--- src/rtl/mps_pkg.sv ---
`default_nettype none
// ----------------------------------------------------------------------------
// mps_pkg
// shared constants, operation and status codes, and the control and status
// structs that pass between the sequencer controller and its datapath
// ----------------------------------------------------------------------------
package mps_pkg;

    localparam int DEF_NUM_SLOTS   = 8;
    localparam int DEF_MAX_PATTERN = 32;

    localparam int PATTERN_W = 32;
    localparam int POS_W     = 5;
    localparam int LEN_W     = 6;
    localparam int PERIOD_W  = 16;
    localparam int REPS_W    = 16;
    localparam int TIME_W    = 32;
    localparam int MODE_W    = 3;
    localparam int SLOT_W    = 3;
    localparam int STATUS_W  = 3;
    localparam int MASK_W    = 8;

    localparam int IN_TDATA_W  = 112;
    localparam int OUT_TDATA_W = 16;

    localparam logic [MODE_W-1:0] MODE_TICK          = 3'd0;
    localparam logic [MODE_W-1:0] MODE_DEFINE        = 3'd1;
    localparam logic [MODE_W-1:0] MODE_START_FOREVER = 3'd2;
    localparam logic [MODE_W-1:0] MODE_START_COUNTED = 3'd3;
    localparam logic [MODE_W-1:0] MODE_STOP          = 3'd4;
    localparam logic [MODE_W-1:0] MODE_CLEAR         = 3'd5;
    localparam logic [MODE_W-1:0] MODE_CLEAR_ALL     = 3'd6;

    localparam logic [STATUS_W-1:0] ST_OK        = 3'd0;
    localparam logic [STATUS_W-1:0] ST_BAD_SET   = 3'd1;
    localparam logic [STATUS_W-1:0] ST_DEFINED   = 3'd2;
    localparam logic [STATUS_W-1:0] ST_UNDEFINED = 3'd3;
    localparam logic [STATUS_W-1:0] ST_ZERO_REPS = 3'd4;

    typedef struct packed {
        logic latch;
        logic exec;
        logic step;
        logic load_out;
    } t_dp_cmd;

    typedef struct packed {
        logic is_tick;
        logic scan_last;
    } t_dp_status;

endpackage

`default_nettype wire

--- src/rtl/mps_datapath.sv ---
`default_nettype none
// ----------------------------------------------------------------------------
// mps_datapath
// per-slot state registers, operation decode and the one-slot-per-cycle
// step unit used during a tick scan, plus the result register
// ----------------------------------------------------------------------------
module mps_datapath #(
    parameter int NUM_SLOTS   = mps_pkg::DEF_NUM_SLOTS,
    parameter int MAX_PATTERN = mps_pkg::DEF_MAX_PATTERN
) (
    input  wire                              i_clk,
    input  wire                              i_rst_n,
    input  wire mps_pkg::t_dp_cmd            i_cmd,
    output mps_pkg::t_dp_status              o_status,
    input  wire [mps_pkg::IN_TDATA_W-1:0]    i_in_data,
    output logic [mps_pkg::OUT_TDATA_W-1:0]  o_out_data
);
    import mps_pkg::*;

    localparam int IW = (NUM_SLOTS > 1) ? $clog2(NUM_SLOTS) : 1;
    localparam logic [IW-1:0] LAST_IDX = IW'(NUM_SLOTS - 1);
    localparam int LEN_LIMIT = (MAX_PATTERN < PATTERN_W) ? MAX_PATTERN : PATTERN_W;
    localparam logic [LEN_W:0] MAX_LEN = (LEN_W + 1)'(LEN_LIMIT);

    logic [MODE_W-1:0]    r_mode;
    logic [SLOT_W-1:0]    r_slot;
    logic [TIME_W-1:0]    r_now;
    logic [PATTERN_W-1:0] r_bits;
    logic [LEN_W-1:0]     r_len;
    logic [PERIOD_W-1:0]  r_per;
    logic [REPS_W-1:0]    r_reps;
    logic [IW-1:0]        r_scan;
    logic [MASK_W-1:0]    r_mask;
    logic [STATUS_W-1:0]  r_status;

    logic                 r_def    [NUM_SLOTS];
    logic                 r_en     [NUM_SLOTS];
    logic                 r_fev    [NUM_SLOTS];
    logic [PATTERN_W-1:0] r_pat    [NUM_SLOTS];
    logic [LEN_W-1:0]     r_plen   [NUM_SLOTS];
    logic [PERIOD_W-1:0]  r_period [NUM_SLOTS];
    logic [POS_W-1:0]     r_pos    [NUM_SLOTS];
    logic [REPS_W-1:0]    r_passes [NUM_SLOTS];
    logic [TIME_W-1:0]    r_last   [NUM_SLOTS];

    logic [7:0]          slot_ext;
    logic [7:0]          scan_ext;
    logic                in_range;
    logic [IW-1:0]       addr;
    logic [TIME_W-1:0]   elapsed;
    logic [LEN_W-1:0]    pos_inc;
    logic                due;
    logic                fires;
    logic                wrap;
    logic                len_bad;
    logic                slot_ok;
    logic [STATUS_W-1:0] ex_status;
    logic                wr_define;
    logic                wr_start_f;
    logic                wr_start_c;
    logic                wr_stop;
    logic                wr_clear;
    logic                wr_clear_all;

    assign slot_ext = {5'd0, r_slot};
    assign scan_ext = 8'(r_scan);
    assign in_range = slot_ext < 8'(NUM_SLOTS);
    assign addr     = i_cmd.step ? r_scan : slot_ext[IW-1:0];
    assign slot_ok  = in_range && r_def[addr];

    assign elapsed = r_now - r_last[addr];
    assign due     = r_def[addr] && r_en[addr] && (elapsed >= {16'd0, r_period[addr]});
    assign fires   = r_pat[addr][r_pos[addr]];
    assign pos_inc = {1'b0, r_pos[addr]} + 6'd1;
    assign wrap    = pos_inc >= r_plen[addr];
    assign len_bad = (r_len == '0) || ({1'b0, r_len} > MAX_LEN);

    always_comb begin
        ex_status    = ST_OK;
        wr_define    = 1'b0;
        wr_start_f   = 1'b0;
        wr_start_c   = 1'b0;
        wr_stop      = 1'b0;
        wr_clear     = 1'b0;
        wr_clear_all = 1'b0;
        unique case (r_mode)
            MODE_TICK: begin
                ex_status = ST_OK;
            end
            MODE_DEFINE: begin
                if (!in_range) begin
                    ex_status = ST_BAD_SET;
                end else if (r_def[addr]) begin
                    ex_status = ST_DEFINED;
                end else if ((r_per == '0) || len_bad) begin
                    ex_status = ST_BAD_SET;
                end else begin
                    wr_define = i_cmd.exec;
                end
            end
            MODE_START_FOREVER: begin
                if (!slot_ok) ex_status = ST_UNDEFINED;
                else wr_start_f = i_cmd.exec;
            end
            MODE_START_COUNTED: begin
                if (r_reps == '0) ex_status = ST_ZERO_REPS;
                else if (!slot_ok) ex_status = ST_UNDEFINED;
                else wr_start_c = i_cmd.exec;
            end
            MODE_STOP: begin
                if (!slot_ok) ex_status = ST_UNDEFINED;
                else wr_stop = i_cmd.exec;
            end
            MODE_CLEAR: begin
                if (!slot_ok) ex_status = ST_UNDEFINED;
                else wr_clear = i_cmd.exec;
            end
            MODE_CLEAR_ALL: begin
                wr_clear_all = i_cmd.exec;
            end
            default: begin
                ex_status = ST_BAD_SET;
            end
        endcase
    end

    // item registers and result
    always_ff @(posedge i_clk) begin
        if (i_cmd.latch) begin
            r_mode <= i_in_data[2:0];
            r_slot <= i_in_data[5:3];
            r_now  <= i_in_data[37:6];
            r_bits <= i_in_data[69:38];
            r_len  <= i_in_data[75:70];
            r_per  <= i_in_data[91:76];
            r_reps <= i_in_data[107:92];
        end
        if (i_cmd.latch) begin
            r_scan   <= '0;
            r_mask   <= '0;
            r_status <= ST_OK;
        end else begin
            if (i_cmd.exec) r_status <= ex_status;
            if (i_cmd.step) begin
                r_scan <= r_scan + IW'(1);
                if (due && fires && (scan_ext < 8'd8)) r_mask[scan_ext[2:0]] <= 1'b1;
            end
        end
        if (i_cmd.load_out) begin
            o_out_data <= {(OUT_TDATA_W - STATUS_W - MASK_W)'(0), r_status, r_mask};
        end
    end

    // slot control state
    always_ff @(posedge i_clk) begin
        if (!i_rst_n) begin
            for (int i = 0; i < NUM_SLOTS; i++) begin
                r_def[i]  <= 1'b0;
                r_en[i]   <= 1'b0;
                r_last[i] <= '0;
            end
        end else if (wr_clear_all) begin
            for (int i = 0; i < NUM_SLOTS; i++) begin
                r_def[i]  <= 1'b0;
                r_en[i]   <= 1'b0;
                r_last[i] <= '0;
            end
        end else if (wr_clear) begin
            r_def[addr]  <= 1'b0;
            r_en[addr]   <= 1'b0;
            r_last[addr] <= '0;
        end else if (wr_define) begin
            r_def[addr] <= 1'b1;
            r_en[addr]  <= 1'b0;
        end else if (wr_start_f || wr_start_c) begin
            r_en[addr] <= 1'b1;
        end else if (wr_stop) begin
            r_en[addr] <= 1'b0;
        end else if (i_cmd.step && due) begin
            r_last[addr] <= r_now;
            if (wrap && !r_fev[addr] && (r_passes[addr] <= 16'd1)) r_en[addr] <= 1'b0;
        end
    end

    // slot settings and progress
    always_ff @(posedge i_clk) begin
        if (wr_define) begin
            r_pat[addr]    <= r_bits;
            r_plen[addr]   <= r_len;
            r_period[addr] <= r_per;
            r_pos[addr]    <= '0;
            r_fev[addr]    <= 1'b0;
        end else if (wr_start_f) begin
            r_fev[addr] <= 1'b1;
        end else if (wr_start_c) begin
            r_fev[addr]    <= 1'b0;
            r_passes[addr] <= r_reps;
        end else if (i_cmd.step && due) begin
            r_pos[addr] <= wrap ? '0 : pos_inc[POS_W-1:0];
            if (wrap && !r_fev[addr]) begin
                if (r_passes[addr] <= 16'd1) r_passes[addr] <= '0;
                else r_passes[addr] <= r_passes[addr] - 16'd1;
            end
        end
    end

    assign o_status.is_tick   = (r_mode == MODE_TICK);
    assign o_status.scan_last = (r_scan == LAST_IDX);

endmodule

`default_nettype wire

--- src/rtl/mps_ctrl.sv ---
`default_nettype none
// ----------------------------------------------------------------------------
// mps_ctrl
// sequencer controller: accepts a beat, runs the execute step or a tick
// scan over all slots, then hands the result to the output register
// ----------------------------------------------------------------------------
module mps_ctrl (
    input  wire                  i_clk,
    input  wire                  i_rst_n,
    input  wire                  i_in_valid,
    output logic                 o_in_ready,
    output logic                 o_out_valid,
    input  wire                  i_out_ready,
    output mps_pkg::t_dp_cmd     o_cmd,
    input  wire mps_pkg::t_dp_status i_status
);
    import mps_pkg::*;

    typedef enum logic [1:0] {
        S_IDLE,
        S_EXEC,
        S_SCAN,
        S_DONE
    } t_state;

    t_state r_state;
    t_state n_state;
    logic   out_free;

    assign o_in_ready = (r_state == S_IDLE);
    assign out_free   = !o_out_valid || i_out_ready;

    always_comb begin
        n_state        = r_state;
        o_cmd.latch    = 1'b0;
        o_cmd.exec     = 1'b0;
        o_cmd.step     = 1'b0;
        o_cmd.load_out = 1'b0;
        unique case (r_state)
            S_IDLE: begin
                if (i_in_valid) begin
                    o_cmd.latch = 1'b1;
                    n_state     = S_EXEC;
                end
            end
            S_EXEC: begin
                if (i_status.is_tick) begin
                    n_state = S_SCAN;
                end else begin
                    o_cmd.exec = 1'b1;
                    n_state    = S_DONE;
                end
            end
            S_SCAN: begin
                o_cmd.step = 1'b1;
                if (i_status.scan_last) n_state = S_DONE;
            end
            S_DONE: begin
                if (out_free) begin
                    o_cmd.load_out = 1'b1;
                    n_state        = S_IDLE;
                end
            end
            default: n_state = S_IDLE;
        endcase
    end

    always_ff @(posedge i_clk) begin
        if (!i_rst_n) begin
            r_state     <= S_IDLE;
            o_out_valid <= 1'b0;
        end else begin
            r_state <= n_state;
            if (o_cmd.load_out) o_out_valid <= 1'b1;
            else if (i_out_ready) o_out_valid <= 1'b0;
        end
    end

    a_accept_busy: assert property (@(posedge i_clk) disable iff (!i_rst_n)
        (i_in_valid && o_in_ready) |=> !o_in_ready)
        else $error("input accepted twice in a row");

    a_load_free: assert property (@(posedge i_clk) disable iff (!i_rst_n)
        o_cmd.load_out |-> (!o_out_valid || i_out_ready))
        else $error("result loaded over an unread beat");

    a_scan_end: assert property (@(posedge i_clk) disable iff (!i_rst_n)
        (r_state == S_SCAN && i_status.scan_last) |=> (r_state == S_DONE))
        else $error("tick scan did not finish at the last slot");

    a_result_valid: assert property (@(posedge i_clk) disable iff (!i_rst_n)
        o_cmd.load_out |=> o_out_valid)
        else $error("result beat not presented");

endmodule

`default_nettype wire

--- src/rtl/multi_slot_pattern_sequencer_core.sv ---
`default_nettype none
// ----------------------------------------------------------------------------
// multi_slot_pattern_sequencer_core
// pattern sequencer with NUM_SLOTS independent step patterns
//
// one command beat on the s_axis channel gives exactly one result beat on
// the m_axis channel. a command beat is taken when the block is idle; the
// result sits in an output register, so the next command is taken while an
// earlier result still waits on a stalled receiver.
// define, start, stop and clear pass from the accept state through the execute
// state to the result state; a tick runs a scan after the execute state, in
// which the step unit visits one slot per cycle. a new command is taken only
// once the last result is loaded into the output register and the block is idle.
// a stalled receiver holds the result beat and, once the next result is
// done, holds the block in its result state until the beat is taken.
// reset clears all slots to undefined and stopped with zero time stamps,
// drops m_axis_tvalid and leaves the block ready.
// ----------------------------------------------------------------------------
module multi_slot_pattern_sequencer_core #(
    parameter int NUM_SLOTS   = mps_pkg::DEF_NUM_SLOTS,
    parameter int MAX_PATTERN = mps_pkg::DEF_MAX_PATTERN
) (
    input  wire                              i_clk,
    input  wire                              i_rst_n,
    input  wire                              s_axis_tvalid,
    output logic                             s_axis_tready,
    // mode, slot, now_ms, pattern_bits, pattern_length, step_ms, repeat_count
    input  wire [mps_pkg::IN_TDATA_W-1:0]    s_axis_tdata,
    output logic                             m_axis_tvalid,
    input  wire                              m_axis_tready,
    // fire_mask, status
    output logic [mps_pkg::OUT_TDATA_W-1:0]  m_axis_tdata
);
    import mps_pkg::*;

    t_dp_cmd    dp_cmd;
    t_dp_status dp_status;

    mps_ctrl u_ctrl (
        .i_clk       (i_clk),
        .i_rst_n     (i_rst_n),
        .i_in_valid  (s_axis_tvalid),
        .o_in_ready  (s_axis_tready),
        .o_out_valid (m_axis_tvalid),
        .i_out_ready (m_axis_tready),
        .o_cmd       (dp_cmd),
        .i_status    (dp_status)
    );

    mps_datapath #(
        .NUM_SLOTS   (NUM_SLOTS),
        .MAX_PATTERN (MAX_PATTERN)
    ) u_datapath (
        .i_clk      (i_clk),
        .i_rst_n    (i_rst_n),
        .i_cmd      (dp_cmd),
        .o_status   (dp_status),
        .i_in_data  (s_axis_tdata),
        .o_out_data (m_axis_tdata)
    );

endmodule

`default_nettype wire
--- config.mk ---
export PLATFORM = sky130hd
export DESIGN_NAME = multi_slot_pattern_sequencer_core
export DESIGN_NICKNAME = d
export VERILOG_FILES = /design/src/rtl/mps_pkg.sv /design/src/rtl/mps_datapath.sv /design/src/rtl/mps_ctrl.sv /design/src/rtl/multi_slot_pattern_sequencer_core.sv
export SDC_FILE = /design/constraint.sdc
export NUM_CORES = 1
export LEC_CHECK = 0
export BUFFER_PORTS_ARGS = -buffer_cell sky130_fd_sc_hd__buf_2
export CORE_MARGIN = 10
export CORE_UTILIZATION = 40
export CTS_CLUSTER_SIZE = 10
export DETAILED_ROUTE_END_ITERATION = 6
export GPL_ROUTABILITY_DRIVEN = 0
export SETUP_SLACK_MARGIN = 0.15
export SYNTH_ARGS = -nofsm -noshare
export SYNTH_HDL_FRONTEND = slang
export SYNTH_SLANG_ARGS = --single-unit
--- constraint.sdc ---
create_clock -name i_clk -period 10 [get_ports i_clk]
set_input_delay 2 -clock i_clk [delete_from_list [all_inputs] [get_ports i_clk]]
set_output_delay 2 -clock i_clk [all_outputs]
set_load 0.02 [all_outputs]
==> impl_metrics.toml <==
[synth]
yosys.area.top_type = "edfxtp_1"
synth_top_area_frac = 0.697
syn-cell-area_um2 = 42600
async_flop_share = 0
syn_area_per_cell_um2 = 14.1
ys_top_cells_by_area = "edfxtp_1 70%, and2_1 3.9%, o22ai_1 2.7%, nand2_1 2.3%, ha_1 1.8%"
yosysWarnings = 0
synth-seq-cells = 1016
synthDistinctLibCells = 98
yosysSeqAreaShare = 0.709
synth-edff-count = 989
synthFlopType = "edfxtp_1"
syn_inst = 3030

[setup_path]
crit_top_cell = "ha_1"
critPathRequiredTime_ps = 10420
crit_type = "flop to flop"
cp_top_family = "simple AND/OR/NAND/NOR gates"
r2r_setup_slack_ps = 1100
critPathBufInv = 3
start_kind = "flop"
reg2regPathDepth = 23
max_stage_delay_ps = 920
crit_arrival_ps = 9320
slowest_stage = "ha_1"
reg2reg_to = "u_datapath.r_last[6][24]$_SDFFCE_PN0P_"
r2r_start = "u_ctrl.r_state[0]$_SDFFE_PN0P_"
cp_max_fo = 20
endpoint_kind = "flop"
path_cells = "inv_1 > ha_1 > mux2_2 > buf_4 > nand3_2 > o22ai_1 > or4_1 > ha_1 > o2111ai_1 > a2111oi_0 > nor2_1 > nor2b_1 > o21ai_0 > xor2_1 > ha_1 > nand4_1 > a21oi_1 > a2111oi_0 > or4bb_1 > nor4_4 > or2_1 > a31oi_4 > buf_4"

[cells_and_area]
final_cell_mix = "989 x edfxtp_1, 264 x and2_1, 263 x nand2_1, 182 x o22ai_1, 124 x buf_2"
fin_util = 0.458
mostFrequentLayoutCell = "edfxtp_1"
fill_cells = 9183
area_delta_synth_final_pct = 13.4
fin_nets = 3357
n_antenna_cell = 0
drive_gt1_frac = 0.132

[power]
max-vdd-ir-drop_mv = 0.162
p_leak_uw = 0.0162
power_density_nw_per_um2 = 286

[global_route]
antenna_found_initial = 0
grt_usage = 0.201
use_met1 = 0.268
met3_usage = 0.0312
busiest_layer = "met2"
grt_pass1_wl_um = 182000
grt.overflow.total = 0
grt_pass1_vias = 27000
groute.layer.met2.usage = 0.335
grt_max_degree = 55

[timing]
worst_slack_ps = 1100
slew_headroom = 0.112
setup_viol = 0
rsz0062_at_grt = "no"
clock_skew_ps = 36.3
fmax_mhz = 112
worst_pin_slew_ps = 1310
drv_slew = 0
min_period_over_period = 0.890
min_period_ps = 8900
hold_viol = 0
setup_tns_ps = 0

[placement]
dp_slack_ps = 1270
dp_hpwl_um = 75200
portBuffers = 124

[cts]
htree_levels = 3
cts_sinks = 1016
cts_resized = 0
cts_hold_buf = 0
clk_latency_ps = 720
cts-root-buf = "clkbuf_16"
clk_pin_slew_ps = 50
cts_tree = "yes"
clock_path_buffers = 3
tritoncts.num_buffers = 114
cts_setup_buffers = 0

[floorplan]
core_area_um2 = 106000
die_h_um = 346
dieArea_um2 = 120000
ios = 134
placementRows = 119
start_util = 0.404
die_w_um = 346

[detailed_routing]
via_per_inst = 5.89
via_count = 27200
wl_um = 124000
drt-pass1-iter-count = 7
initialDrtViolationCount = 2690
postRouteAntennaNets = 0
wl_per_cell_um = 26.9
drc = 3

[hold_path]
hp-start = "u_datapath.r_mask[7]$_SDFFE_PP0P_"
hold_path_depth = 0
holdPathEnd = "u_datapath.o_out_data[7]$_DFFE_PP_"
hp-class = "flop to flop"

[outcome]
failed_checks = "DRC"
status = "finished, violations left"

[flow_run]
max_cap_viol_count = 0
[cell type report]
cell class | count | area (um2) | share of cell area
flip-flops and latches | 1016 | 30200 | 0.626
well taps | 1391 | 1740 | 0.0360
repair buffers | 221 | 1350 | 0.0279
clock inverters | 11 | 159 | 0.00329
multi-input cells | 1788 | 11700 | 0.242
inverters | 37 | 144 | 0.00298
clock buffers | 148 | 3010 | 0.0623
[routing by layer]
metal / part of all wire / wire length, um / up-vias
met2: 0.48 / 59700 / 1181
li1: - / - / 12100
met1: 0.42 / 51900 / 13700
met4: 0.025 / 3090 / 0
met5: 0 / 0 / -
met3: 0.075 / 9240 / 184
[synth_stat cells (15+ instances only)]
| library cell | count |
|---|---|
| nand2_1 | 264 |
| ha_1 | 62 |
| inv_1 | 35 |
| nand4_1 | 23 |
| o21ai_0 | 81 |
| nor3_1 | 67 |
| nor4_1 | 27 |
| a22o_1 | 17 |
| mux2i_1 | 37 |
| edfxtp_1 | 989 |
| nor2_1 | 126 |
| and2_1 | 268 |
| o22ai_1 | 182 |
| clkbuf_1 | 90 |
| buf_2 | 67 |
| a21oi_1 | 93 |
| o31ai_1 | 15 |
| a22oi_1 | 96 |
| a31oi_1 | 26 |
| o41ai_1 | 22 |
| dfxtp_1 | 27 |
| buf_1 | 25 |
| nand3_1 | 53 |
| xnor2_1 | 23 |
[power by group]
group	total, uW	switching (uW)	internal, uW
Sequential	5400	276	5120
Combinational	4720	3170	1550
Clock	3720	1610	2110
[logic make-up after synthesis]
kind of cell,Yosys count,share of synthesized area
compound gates,702,0.113
other cells,1,0.0000880
xor+xnor,36,0.00740
flops,1016,0.709
simple gates,930,0.114
buf+inv,230,0.0234
mux,52,0.0141
fa+ha+maj,63,0.0187
[per-stage QoR]
stage               power, uW  cell area, um2  hold WS [ps]  instances
finish                  13800           48300           433       4612
global route            14500           48300           453       4612
CTS                     13800           48300           441       4612
detailed placement      10100           45200           426       4453
global placement        10100           45200           418       4453
floorplan                8400           42600           408       3034
[state kept, by name, indices dropped and copies added (netlist names), 32 cells and up]
name	cells
u_datapath.r_last	256
u_datapath.r_pat	256
u_datapath.r_passes	128
u_datapath.r_period	128
u_datapath.r_plen	48
u_datapath.r_pos	40
u_datapath.r_bits	32
u_datapath.r_now	32
[how the worst max path moves through the flow]
| stage | startpoint | end | slack (ps) | cells past startpoint |
|---|---|---|---|---|
| floorplan | u_ctrl.r_state[0]$_SDFFE_PN0P_ | u_datapath.r_last[0][0]$_SDFFCE_PN0P_ | 1960 | 32 |
| global placement | u_ctrl.r_state[0]$_SDFFE_PN0P_ | u_datapath.r_last[6][24]$_SDFFCE_PN0P_ | 1300 | 23 |
| detailed placement | u_ctrl.r_state[0]$_SDFFE_PN0P_ | u_datapath.r_last[6][25]$_SDFFCE_PN0P_ | 1270 | 23 |
| CTS | u_ctrl.r_state[0]$_SDFFE_PN0P_ | u_datapath.r_last[6][22]$_SDFFCE_PN0P_ | 1240 | 23 |
| global route | u_ctrl.r_state[0]$_SDFFE_PN0P_ | u_datapath.r_last[2][26]$_SDFFCE_PN0P_ | 670 | 23 |
| finish | u_ctrl.r_state[0]$_SDFFE_PN0P_ | u_datapath.r_last[6][24]$_SDFFCE_PN0P_ | 1100 | 23 |
No activity file was read; power rests on OpenSTA's default activity.
